### config.mk
export PLATFORM = sky130hd
export DESIGN_NAME = midi_track_note_scheduler
export DESIGN_NICKNAME = d
export VERILOG_FILES = /design/src/rtl/core/mts_pkg.sv /design/src/rtl/core/mts_track_mem.sv /design/src/rtl/core/midi_track_note_scheduler.sv
export SDC_FILE = /design/constraint.sdc
export NUM_CORES = 2
export LEC_CHECK = 0
export BUFFER_PORTS_ARGS = -buffer_cell sky130_fd_sc_hd__buf_2
export CORE_UTILIZATION = 63
export DETAILED_ROUTE_END_ITERATION = 16
export PLACE_DENSITY = 0.8
export SYNTH_ARGS = -nofsm -noshare
export SYNTH_HDL_FRONTEND = slang
export SYNTH_SLANG_ARGS = --single-unit
### constraint.sdc
create_clock -name clock -period 9.44 [get_ports clock]
set_input_delay 0.472 -clock clock [delete_from_list [all_inputs] [get_ports clock]]
set_output_delay 0.472 -clock clock [all_outputs]
set_load 0.005 [all_outputs]
### src/rtl/core/mts_pkg.sv
// Shared types and constants for the MIDI track note scheduler.
// Used by mts_track_mem and midi_track_note_scheduler; no dependencies.
package mts_pkg;

   // Channel and result counts
   localparam int CHANNELS    = 16;
   localparam int MAX_RESULTS = 16;

   // Field widths
   localparam int CSR_DATA_W = 20;
   localparam int POS_W      = 24;
   localparam int PROD_W     = 28;

   // Configuration register indexes
   localparam logic [1:0] CSR_SAMPLES_PER_TICK = 2'd0;
   localparam logic [1:0] CSR_TRACK_COUNT      = 2'd1;
   localparam logic [1:0] CSR_DEVICE_OPEN      = 2'd2;

   // Register reset values
   localparam logic [19:0] SAMPLES_PER_TICK_RESET = 20'd5250;
   localparam logic [4:0]  TRACK_COUNT_RESET      = 5'd1;

   // MIDI status bytes (channel in the low nibble)
   localparam logic [7:0] MIDI_NOTE_OFF = 8'h80;
   localparam logic [7:0] MIDI_NOTE_ON  = 8'h90;
   localparam logic [7:0] MIDI_PROGRAM  = 8'hC0;

   // Special field codes
   localparam logic [7:0]  NOTE_NONE        = 8'd0;
   localparam logic [7:0]  NOTE_OFF         = 8'hFF;
   localparam logic [7:0]  VELOCITY_KEEP    = 8'hFF;
   localparam logic [7:0]  VELOCITY_DEFAULT = 8'h7F;
   localparam logic [7:0]  DELAY_KEEP       = 8'd0;
   localparam logic [7:0]  CHANNEL_KEEP     = 8'hFF;
   localparam logic [15:0] PROGRAM_NONE     = 16'hFFFF;
   localparam logic [23:0] POS_MAX          = 24'hFFFFFF;

   // Input item kinds
   typedef enum logic [1:0] {
      MODE_ROW   = 2'd0,
      MODE_TICK  = 2'd1,
      MODE_BLOCK = 2'd2,
      MODE_STOP  = 2'd3
   } mode_type;

   // Sequencer states
   typedef enum logic [2:0] {
      SEQ_IDLE,
      SEQ_ROW,
      SEQ_PROG,
      SEQ_WALK,
      SEQ_DRAIN,
      SEQ_FLUSH
   } seq_state_type;

   // One track's stored state
   typedef struct packed {
      logic [7:0]  pending_note;
      logic [7:0]  sounding_note;
      logic        sounding_valid;
      logic [7:0]  velocity;
      logic [19:0] trigger_delay;
      logic [3:0]  channel;
   } track_entry_type;

   localparam track_entry_type TRACK_ENTRY_RESET = '{
      pending_note:   8'd0,
      sounding_note:  8'd0,
      sounding_valid: 1'b0,
      velocity:       8'h7F,
      trigger_delay:  20'd0,
      channel:        4'd0
   };

endpackage

### src/rtl/core/mts_track_mem.sv
// Per-track state memory: one read and one write port, registered read data.
// Per-entry valid flops make unwritten entries read as the reset entry.
// Depends on mts_pkg.
module mts_track_mem #(
   parameter int TRACKS = 16,
   localparam int TW = (TRACKS > 1) ? $clog2(TRACKS) : 1
) (
   input  logic                     clock,
   input  logic                     reset,
   input  logic [TW-1:0]            rd_addr,
   output mts_pkg::track_entry_type rd_data,
   input  logic                     wr_en,
   input  logic [TW-1:0]            wr_addr,
   input  mts_pkg::track_entry_type wr_data
);
   import mts_pkg::*;

   track_entry_type mem [TRACKS];
   logic [TRACKS-1:0] entry_valid_ff;
   track_entry_type rd_raw_ff;
   logic rd_valid_ff;

   // Storage array, read-first
   always_ff @(posedge clock) begin
      if (wr_en) begin
         mem[wr_addr] <= wr_data;
      end
      rd_raw_ff <= mem[rd_addr];
   end

   // Entry valid bits, cleared at reset
   always_ff @(posedge clock) begin
      if (reset) begin
         entry_valid_ff <= '0;
         rd_valid_ff    <= 1'b0;
      end else begin
         if (wr_en) begin
            entry_valid_ff[wr_addr] <= 1'b1;
         end
         rd_valid_ff <= entry_valid_ff[rd_addr];
      end
   end

   assign rd_data = rd_valid_ff ? rd_raw_ff : TRACK_ENTRY_RESET;

   // Assertions
   a_valid_after_write: assert property (@(posedge clock) disable iff (reset)
      wr_en |=> entry_valid_ff[$past(wr_addr)])
      else $error("entry valid bit not set after write");

   a_valid_never_drops: assert property (@(posedge clock) disable iff (reset)
      $countones(entry_valid_ff) >= $countones($past(entry_valid_ff)) || $past(reset))
      else $error("entry valid bit dropped outside reset");

   a_read_reset_entry: assert property (@(posedge clock) disable iff (reset)
      !entry_valid_ff[rd_addr] && !(wr_en && wr_addr == rd_addr)
      |=> rd_data == TRACK_ENTRY_RESET)
      else $error("unwritten entry did not read as reset entry");

endmodule

### src/rtl/core/midi_track_note_scheduler.sv
// Top level of the MIDI track note scheduler: command port, sequencer,
// track state memory and message output. Depends on mts_pkg, mts_track_mem.
// Track row: busy in the row state (memory read in the accept cycle, then delay
// conversion and write back). Tick start: busy while a program change goes out
// on each channel, else not busy; results registered. Sample block / stop: busy
// walking min(track_count,16) tracks, then drain and flush; one track memory
// entry read and written per cycle; closed device or zero tracks: not busy.
// Results cannot be stalled. Synchronous reset clears control and track state.
module midi_track_note_scheduler #(
   parameter int TRACKS = 16,
   localparam int TW = (TRACKS > 1) ? $clog2(TRACKS) : 1
) (
   input  logic                            clock,
   input  logic                            reset,
   // command port
   input  logic                            start,
   output logic                            busy,
   input  logic [1:0]                      req_mode,
   input  logic [3:0]                      req_track,
   input  logic [7:0]                      req_note,
   input  logic [7:0]                      req_velocity,
   input  logic [7:0]                      req_delay,
   input  logic [7:0]                      req_channel,
   input  logic [15:0]                     req_program_req,
   input  logic [11:0]                     req_sample_count,
   // result port
   output logic                            rsp_valid,
   output logic [7:0]                      rsp_status_byte,
   output logic [7:0]                      rsp_data_one,
   output logic [7:0]                      rsp_data_two,
   output logic                            rsp_last,
   // configuration port
   input  logic                            csr_valid,
   output logic                            csr_ready,
   input  logic [1:0]                      csr_index,
   input  logic [mts_pkg::CSR_DATA_W-1:0]  csr_data
);
   import mts_pkg::*;

   localparam int WALK_MAX = (TRACKS < MAX_RESULTS) ? TRACKS : MAX_RESULTS;

   // Delay conversion: floor(x/255) by base-256 long division
   function automatic logic [19:0] div255(input logic [PROD_W-1:0] x);
      logic [31:0] xe;
      logic [31:0] q;
      logic [7:0]  r;
      logic [7:0]  dig;
      logic [8:0]  s;
      xe = {4'd0, x};
      q  = '0;
      r  = '0;
      for (int k = 3; k >= 0; k--) begin
         dig = xe[k*8 +: 8];
         s   = {1'b0, r} + {1'b0, dig};
         if (s >= 9'd255) begin
            q[k*8 +: 8] = r + 8'd1;
            r           = 8'(s - 9'd255);
         end else begin
            q[k*8 +: 8] = r;
            r           = s[7:0];
         end
      end
      return q[19:0];
   endfunction

   // Configuration registers
   logic [19:0] spt_ff;
   logic [4:0]  trk_cnt_ff;
   logic        dev_open_ff;

   // Sequencer and item registers
   seq_state_type state_ff, state_in;
   mode_type      mode_ff, mode_in;
   logic [4:0]    cnt_ff, cnt_in;
   logic          proc_vld_ff, proc_vld_in;
   logic [TW-1:0] addr_ff, addr_in;
   logic [7:0]    note_ff, note_in;
   logic [7:0]    vel_ff, vel_in;
   logic [7:0]    dly_ff, dly_in;
   logic [7:0]    chan_ff, chan_in;
   logic [7:0]    prog_ff, prog_in;
   logic [PROD_W-1:0] prod_ff, prod_in;
   logic [POS_W-1:0]  pos_ff, pos_in;
   logic [POS_W-1:0]  lo_ff, lo_in;
   logic [POS_W:0]    hi_ff, hi_in;

   // Held message (one behind, so the last one can be marked)
   logic       hold_vld_ff, hold_vld_in;
   logic [7:0] hold_st_ff, hold_st_in;
   logic [7:0] hold_d1_ff, hold_d1_in;
   logic [7:0] hold_d2_ff, hold_d2_in;

   // Output registers
   logic       rsp_valid_ff, rsp_valid_in;
   logic [7:0] rsp_st_ff, rsp_st_in;
   logic [7:0] rsp_d1_ff, rsp_d1_in;
   logic [7:0] rsp_d2_ff, rsp_d2_in;
   logic       rsp_last_ff, rsp_last_in;

   // Memory interface
   logic [TW-1:0]   mem_rd_addr;
   logic            mem_wr_en;
   track_entry_type mem_wr_data;
   track_entry_type rd_ent;

   // Datapath signals
   logic            accept;
   logic [4:0]      walk_lim;
   logic [POS_W:0]  pos_sum;
   track_entry_type row_upd;
   track_entry_type proc_upd;
   logic            in_window;
   logic [7:0]      key_num;
   logic            msg_vld;
   logic [7:0]      msg_st;
   logic [7:0]      msg_d1;
   logic [7:0]      msg_d2;

   mts_track_mem #(
      .TRACKS (TRACKS)
   ) u_track_mem (
      .clock   (clock),
      .reset   (reset),
      .rd_addr (mem_rd_addr),
      .rd_data (rd_ent),
      .wr_en   (mem_wr_en),
      .wr_addr (addr_ff),
      .wr_data (mem_wr_data)
   );

   assign busy      = (state_ff != SEQ_IDLE);
   assign accept    = start && !busy;
   assign csr_ready = 1'b1;

   assign walk_lim = (trk_cnt_ff > 5'(WALK_MAX)) ? 5'(WALK_MAX) : trk_cnt_ff;
   assign pos_sum  = {1'b0, pos_ff} + 25'(req_sample_count);

   // Configuration writes
   always_ff @(posedge clock) begin
      if (reset) begin
         spt_ff      <= SAMPLES_PER_TICK_RESET;
         trk_cnt_ff  <= TRACK_COUNT_RESET;
         dev_open_ff <= 1'b0;
      end else if (csr_valid && csr_ready) begin
         unique case (csr_index)
            CSR_SAMPLES_PER_TICK: spt_ff      <= csr_data[19:0];
            CSR_TRACK_COUNT:      trk_cnt_ff  <= csr_data[4:0];
            CSR_DEVICE_OPEN:      dev_open_ff <= csr_data[0];
            default: ;
         endcase
      end
   end

   // Track row update with delay conversion
   always_comb begin
      row_upd = rd_ent;
      if (note_ff != NOTE_NONE) begin
         row_upd.pending_note  = note_ff;
         row_upd.trigger_delay = '0;
         row_upd.velocity      = VELOCITY_DEFAULT;
      end
      if (vel_ff != VELOCITY_KEEP) begin
         row_upd.velocity = vel_ff;
      end
      if (dly_ff != DELAY_KEEP) begin
         row_upd.trigger_delay = div255(prod_ff);
      end
      if (chan_ff != CHANNEL_KEEP) begin
         row_upd.channel = chan_ff[3:0];
      end
   end

   // Walk stage: trigger check, note-on/off, stop
   always_comb begin
      proc_upd  = rd_ent;
      msg_vld   = 1'b0;
      msg_st    = '0;
      msg_d1    = '0;
      msg_d2    = '0;
      in_window = ({4'd0, rd_ent.trigger_delay} >= lo_ff)
               && ({5'd0, rd_ent.trigger_delay} <= hi_ff);
      key_num   = ({4'd0, rd_ent.pending_note[7:4]} << 3)
                + ({4'd0, rd_ent.pending_note[7:4]} << 2)
                + {4'd0, rd_ent.pending_note[3:0]} - 8'd1;
      if (mode_ff == MODE_BLOCK) begin
         if (rd_ent.pending_note != NOTE_NONE && in_window) begin
            if (rd_ent.pending_note != NOTE_OFF) begin
               msg_vld                 = 1'b1;
               msg_st                  = MIDI_NOTE_ON | {4'd0, rd_ent.channel};
               msg_d1                  = key_num;
               msg_d2                  = rd_ent.velocity;
               proc_upd.sounding_note  = key_num;
               proc_upd.sounding_valid = 1'b1;
            end else if (rd_ent.sounding_valid) begin
               msg_vld                 = 1'b1;
               msg_st                  = MIDI_NOTE_OFF | {4'd0, rd_ent.channel};
               msg_d1                  = rd_ent.sounding_note;
               proc_upd.sounding_note  = '0;
               proc_upd.sounding_valid = 1'b0;
            end
            proc_upd.pending_note = NOTE_NONE;
         end
      end else begin
         if (rd_ent.sounding_valid) begin
            msg_vld                 = 1'b1;
            msg_st                  = MIDI_NOTE_OFF | {4'd0, rd_ent.channel};
            msg_d1                  = rd_ent.sounding_note;
            proc_upd.pending_note   = NOTE_NONE;
            proc_upd.sounding_note  = '0;
            proc_upd.sounding_valid = 1'b0;
         end
      end
   end

   // Sequencer: next state, memory control, message output
   always_comb begin
      state_in     = state_ff;
      mode_in      = mode_ff;
      cnt_in       = cnt_ff;
      proc_vld_in  = 1'b0;
      addr_in      = addr_ff;
      note_in      = note_ff;
      vel_in       = vel_ff;
      dly_in       = dly_ff;
      chan_in      = chan_ff;
      prog_in      = prog_ff;
      prod_in      = prod_ff;
      pos_in       = pos_ff;
      lo_in        = lo_ff;
      hi_in        = hi_ff;
      hold_vld_in  = hold_vld_ff;
      hold_st_in   = hold_st_ff;
      hold_d1_in   = hold_d1_ff;
      hold_d2_in   = hold_d2_ff;
      rsp_valid_in = 1'b0;
      rsp_st_in    = hold_st_ff;
      rsp_d1_in    = hold_d1_ff;
      rsp_d2_in    = hold_d2_ff;
      rsp_last_in  = 1'b0;
      mem_rd_addr  = TW'(cnt_ff);
      mem_wr_en    = 1'b0;
      mem_wr_data  = proc_upd;

      // retire the walk stage: write back, push message through the hold
      if (proc_vld_ff) begin
         mem_wr_en = 1'b1;
         if (msg_vld) begin
            rsp_valid_in = hold_vld_ff;
            hold_vld_in  = 1'b1;
            hold_st_in   = msg_st;
            hold_d1_in   = msg_d1;
            hold_d2_in   = msg_d2;
         end
      end

      unique case (state_ff)
         SEQ_IDLE: begin
            if (accept) begin
               mode_in = mode_type'(req_mode);
               note_in = req_note;
               vel_in  = req_velocity;
               dly_in  = req_delay;
               chan_in = req_channel;
               prog_in = req_program_req[7:0];
               prod_in = PROD_W'(spt_ff) * PROD_W'(req_delay);
               cnt_in  = '0;
               unique case (mode_type'(req_mode))
                  MODE_ROW: begin
                     if (32'(req_track) < TRACKS) begin
                        mem_rd_addr = TW'(req_track);
                        addr_in     = TW'(req_track);
                        state_in    = SEQ_ROW;
                     end
                  end
                  MODE_TICK: begin
                     pos_in = '0;
                     if (dev_open_ff && req_program_req != PROGRAM_NONE) begin
                        state_in = SEQ_PROG;
                     end
                  end
                  MODE_BLOCK: begin
                     lo_in  = pos_ff;
                     hi_in  = pos_sum;
                     pos_in = pos_sum[POS_W] ? POS_MAX : pos_sum[POS_W-1:0];
                     if (dev_open_ff && walk_lim != 5'd0) begin
                        state_in = SEQ_WALK;
                     end
                  end
                  MODE_STOP: begin
                     if (dev_open_ff && walk_lim != 5'd0) begin
                        state_in = SEQ_WALK;
                     end
                  end
                  default: ;
               endcase
            end
         end
         SEQ_ROW: begin
            mem_wr_en   = 1'b1;
            mem_wr_data = row_upd;
            state_in    = SEQ_IDLE;
         end
         SEQ_PROG: begin
            rsp_valid_in = 1'b1;
            rsp_st_in    = MIDI_PROGRAM | {4'd0, cnt_ff[3:0]};
            rsp_d1_in    = prog_ff;
            rsp_d2_in    = '0;
            rsp_last_in  = (cnt_ff == 5'(CHANNELS - 1));
            cnt_in       = cnt_ff + 5'd1;
            if (cnt_ff == 5'(CHANNELS - 1)) begin
               state_in = SEQ_IDLE;
            end
         end
         SEQ_WALK: begin
            mem_rd_addr = TW'(cnt_ff);
            addr_in     = TW'(cnt_ff);
            proc_vld_in = 1'b1;
            cnt_in      = cnt_ff + 5'd1;
            if (cnt_ff == walk_lim - 5'd1) begin
               state_in = SEQ_DRAIN;
            end
         end
         SEQ_DRAIN: begin
            state_in = SEQ_FLUSH;
         end
         SEQ_FLUSH: begin
            rsp_valid_in = hold_vld_ff;
            rsp_last_in  = 1'b1;
            hold_vld_in  = 1'b0;
            state_in     = SEQ_IDLE;
         end
         default: state_in = SEQ_IDLE;
      endcase
   end

   // Control registers
   always_ff @(posedge clock) begin
      if (reset) begin
         state_ff     <= SEQ_IDLE;
         mode_ff      <= MODE_ROW;
         cnt_ff       <= '0;
         proc_vld_ff  <= 1'b0;
         pos_ff       <= '0;
         hold_vld_ff  <= 1'b0;
         rsp_valid_ff <= 1'b0;
      end else begin
         state_ff     <= state_in;
         mode_ff      <= mode_in;
         cnt_ff       <= cnt_in;
         proc_vld_ff  <= proc_vld_in;
         pos_ff       <= pos_in;
         hold_vld_ff  <= hold_vld_in;
         rsp_valid_ff <= rsp_valid_in;
      end
   end

   // Payload registers
   always_ff @(posedge clock) begin
      addr_ff     <= addr_in;
      note_ff     <= note_in;
      vel_ff      <= vel_in;
      dly_ff      <= dly_in;
      chan_ff     <= chan_in;
      prog_ff     <= prog_in;
      prod_ff     <= prod_in;
      lo_ff       <= lo_in;
      hi_ff       <= hi_in;
      hold_st_ff  <= hold_st_in;
      hold_d1_ff  <= hold_d1_in;
      hold_d2_ff  <= hold_d2_in;
      rsp_st_ff   <= rsp_st_in;
      rsp_d1_ff   <= rsp_d1_in;
      rsp_d2_ff   <= rsp_d2_in;
      rsp_last_ff <= rsp_last_in;
   end

   assign rsp_valid       = rsp_valid_ff;
   assign rsp_status_byte = rsp_st_ff;
   assign rsp_data_one    = rsp_d1_ff;
   assign rsp_data_two    = rsp_d2_ff;
   assign rsp_last        = rsp_last_ff;

   // Assertions
   a_gap_after_last: assert property (@(posedge clock) disable iff (reset)
      rsp_valid && rsp_last |=> !rsp_valid)
      else $error("message follows the last one of a transaction");

   a_hold_empty_idle: assert property (@(posedge clock) disable iff (reset)
      state_ff == SEQ_IDLE |-> !hold_vld_ff)
      else $error("held message left behind at idle");

   a_walk_in_range: assert property (@(posedge clock) disable iff (reset)
      state_ff == SEQ_WALK |-> cnt_ff < walk_lim)
      else $error("walk index beyond track limit");

   a_write_while_busy: assert property (@(posedge clock) disable iff (reset)
      mem_wr_en |-> state_ff != SEQ_IDLE && state_ff != SEQ_PROG)
      else $error("track memory written outside row or walk");

endmodule

==> summary.txt <==
Hold/Removal Path Class -> in -> reg
Worst relative slew slack -> 16.4%
Slew @ Worst Pin -> 1.25 ns
Placed cell area -> 51000 sq um
Worst Setup Path Type -> reg -> reg
Crit path DAT -> 9.15 ns
Initial antenna violation count -> 1
Worst EP required -> 9.75 ns
I/O pin cnt -> 120
Final setup viols -> 0
Crit path max fanout -> 16
Area of the multi-input gates -> 17100 sq um
CTS buffer count -> 103
TritonCTS clock tree -> done
Register area -> 30900 sq um
Post-CTS setup buffers -> 0
Worst path buffer plus inverter count -> 1
Number of vias per cell -> 6.48
Slew Limit Fails -> 0
Largest net degree at the start of global routing -> 138
CP delay by family, top -> compound AO/OA/AOI/OAI gates
Max Fclk -> 0.113 GHz
CTS Sinks -> 1080
GP Congestion -> 0.912
Post-synthesis cell area -> 49300 sq um
Worst-path clk slew -> 0.06 ns
Delay of the slowest critical-path stage -> 0.86 ns
RSZ-0062 raised after global routing -> false
H-tree levels -> 3
Buffers on Ports -> 117
DRT Wirelength -> 119 mm
Post-route DRC -> 0
Finished Core Util -> 70.9%
Rows -> 102
Lkg Pwr -> 20.0 nW
Grt ovf -> 0
P&R area growth vs syn -> 11.4%
Mapped Avg Cell Area -> 14.9 sq um
Synth async-reset ratio -> 0%
Hpwl dp -> 66.5 mm
Via count -> 29600
CP endpoint kind -> flip-flop
Setup TNS -> 0 ns
Cell taking the most area after synthesis -> edfxtp_1
VDD IR-drop max -> 0.000197 V
Worst Setup Start Kind -> flip-flop
Clock Tree Root -> clkbuf_16
Vias in the first global route -> 30800
Total Routing Usage GR -> 30.8%
Post-synth top flop -> edfxtp_1
EDFF count, synth -> 927
Layout cells sized above 1 -> 17.4%
Initial DRC Count -> 3383
Post-synth top cells -> edfxtp_1, nand2_1, mux4_2, inv_1, ha_1
Sequential fraction of the synthesis area -> 62.6%
Outcome -> complete, no violations
Slowest CP cell -> o22ai_1
First-pass GRT wire length -> 181 mm
Final Hold Fails -> 0
Synth area leaders -> edfxtp_1, mux4_2, dfxtp_1, fa_1, ha_1
WHS -> 0.0299 ns
Die ar. -> 79400 sq um
MaxCap Viol Count -> 0
Synthesized Nets -> 3664
# fillers -> 4752
Clk_lat worst skew -> 0.69 ns
Core area -> 77500 sq um
CTS max path bufs -> 3
Total power -> 12.6 mW
Initial Util -> 63.7%
Crit share post-route -> 93.6%
Top-count cell post-synth -> edfxtp_1
Antenna viol nets, final -> 0
Post-route cell area -> 54900 sq um
Register bit total from synthesis -> 1080
Final min period -> 8.83 ns
DIE WIDTH -> 282 um
DR WL/cell -> 25.9 um
Power per cell area -> 229 nW/um^2
Synth top area share -> 56.4%
Clock skew -> 0.0348 ns
Post-synthesis instance total -> 3301
Fin nets -> 3805
Cell variety after synth -> 98
Die Ht -> 282 um
Antenna fix cells -> 0
Ys Warns -> 0
Drt first pass iters -> 6
cell families after synthesis:
family / Yosys count / synth area share, %
compound gates: 459 / 6.32
flops: 1080 / 62.6
other cells: 2 / 0.0152
buf+inv: 356 / 3.04
xor+xnor: 88 / 1.59
fa+ha+maj: 272 / 8.64
mux: 236 / 9.91
simple gates: 808 / 7.86
cell usage in the layout, fill, tap and decap left out, drive strengths merged, types with 9 or more instances in the layout:
cell type	count
and2	134
inv	193
nand3b	9
mux2	20
fa	115
bufinv	11
a211oi	60
mux4	200
dfxtp	153
nor2b	17
mux2i	16
clkinv	35
o22ai	27
o21ai	56
nand2	357
ha	156
nand2b	16
a21oi	106
xor2	32
nor2	132
buf	166
xnor2	56
and3	13
a21o	30
nor3	25
dlygate4sd3	32
clkbuf	146
edfxtp	927
o211ai	18
o21a	19
a311oi	9
nand4	27
a31oi	59
nand3	41
worst reg2reg max path, stage by stage (launching register included):
cell and delay (ns):
edfxtp_1 0.46, ha_1 0.25, fa_1 0.40, a21o_1 0.20, a21oi_2 0.31, xnor2_1 0.28
and4_4 0.33, a21o_1 0.32, xor2_2 0.25, ha_1 0.25, inv_1 0.07, fa_1 0.44
nand3b_2 0.27, and3b_4 0.21, nor4b_4 0.36, nand4b_4 0.19, o31ai_4 0.60, o21ai_0 0.35
ha_1 0.36, a21oi_1 0.27, o221ai_1 0.21, xnor2_1 0.16, nor4_1 0.24, a211o_1 0.31
o21ai_1 0.19, a21oi_1 0.21, xnor2_1 0.12, o22ai_1 0.86
power breakdown:
group	internal [mW]	leakage (nW)	switching, mW
clock network	2.48	1.73	1.81
registers	5.37	9.89	0.0766
logic	1.12	8.36	1.71
flip-flops by register name (all words and copies together) (netlist names), 6 cells and up:
signal                      cells
u_track_mem.rd_raw_ff          49
hi_ff                          25
hold_st_ff                      6
prog_ff                         8
prod_ff                        28
u_track_mem.mem               784
spt_ff                         20
hold_d2_ff                      8
u_track_mem.entry_valid_ff     16
note_ff                         8
rsp_data_one                    8
lo_ff                          24
rsp_data_two                    8
pos_ff                         24
chan_ff                         8
vel_ff                          8
hold_d1_ff                      8
dly_ff                          8
rsp_status_byte                 7
final timing paths:
| path | endpoint | slack, ns | cells after the start | from |
|---|---|---|---|---|
| worst max-delay path | u_track_mem.mem[8][9] | 0.61 | 27 | prod_ff[24] |
| worst min-delay path | spt_ff[7] | 0.03 | 3 | csr_data[7] |
| worst max register to register | u_track_mem.mem[8][9] | 0.61 | 27 | prod_ff[24] |
| worst min register to register | rsp_status_byte[7] | 0.45 | 1 | hold_st_ff[7] |
what timing repair did:
item	CTS	global route
setup endpoints to repair	0	48
gates resized for setup	0	3
hold buffers	32	0
endpoints found under the hold margin	32	0
per-stage QoR:
step	setup WS [ns]	instances
2_1_floorplan	1.99	3301
3_3_place_gp	1.00	4345
3_5_place_dp	0.517	4345
4_1_cts	0.356	4572
5_1_grt	0.0757	4572
6_report	0.605	4572
per-layer routing:
layer	track usage (%)	vias up	wire (um)
li1	-	12700	-
met1	40.6	14900	43500
met2	51.8	1762	59200
met3	4.93	305	11400
met4	12.2	2	4490
met5	0	-	13
final cells by class:
class	instances	area share, %
Inverter	194	1.33
Multi-Input combinational cell	1865	31.2
Clock inverter	49	1.15
Timing Repair Buffer	198	2.39
Sequential cell	1080	56.2
Tap cell	1040	2.37
Clock buffer	146	5.34
Power figures use the tool's default switching activity.
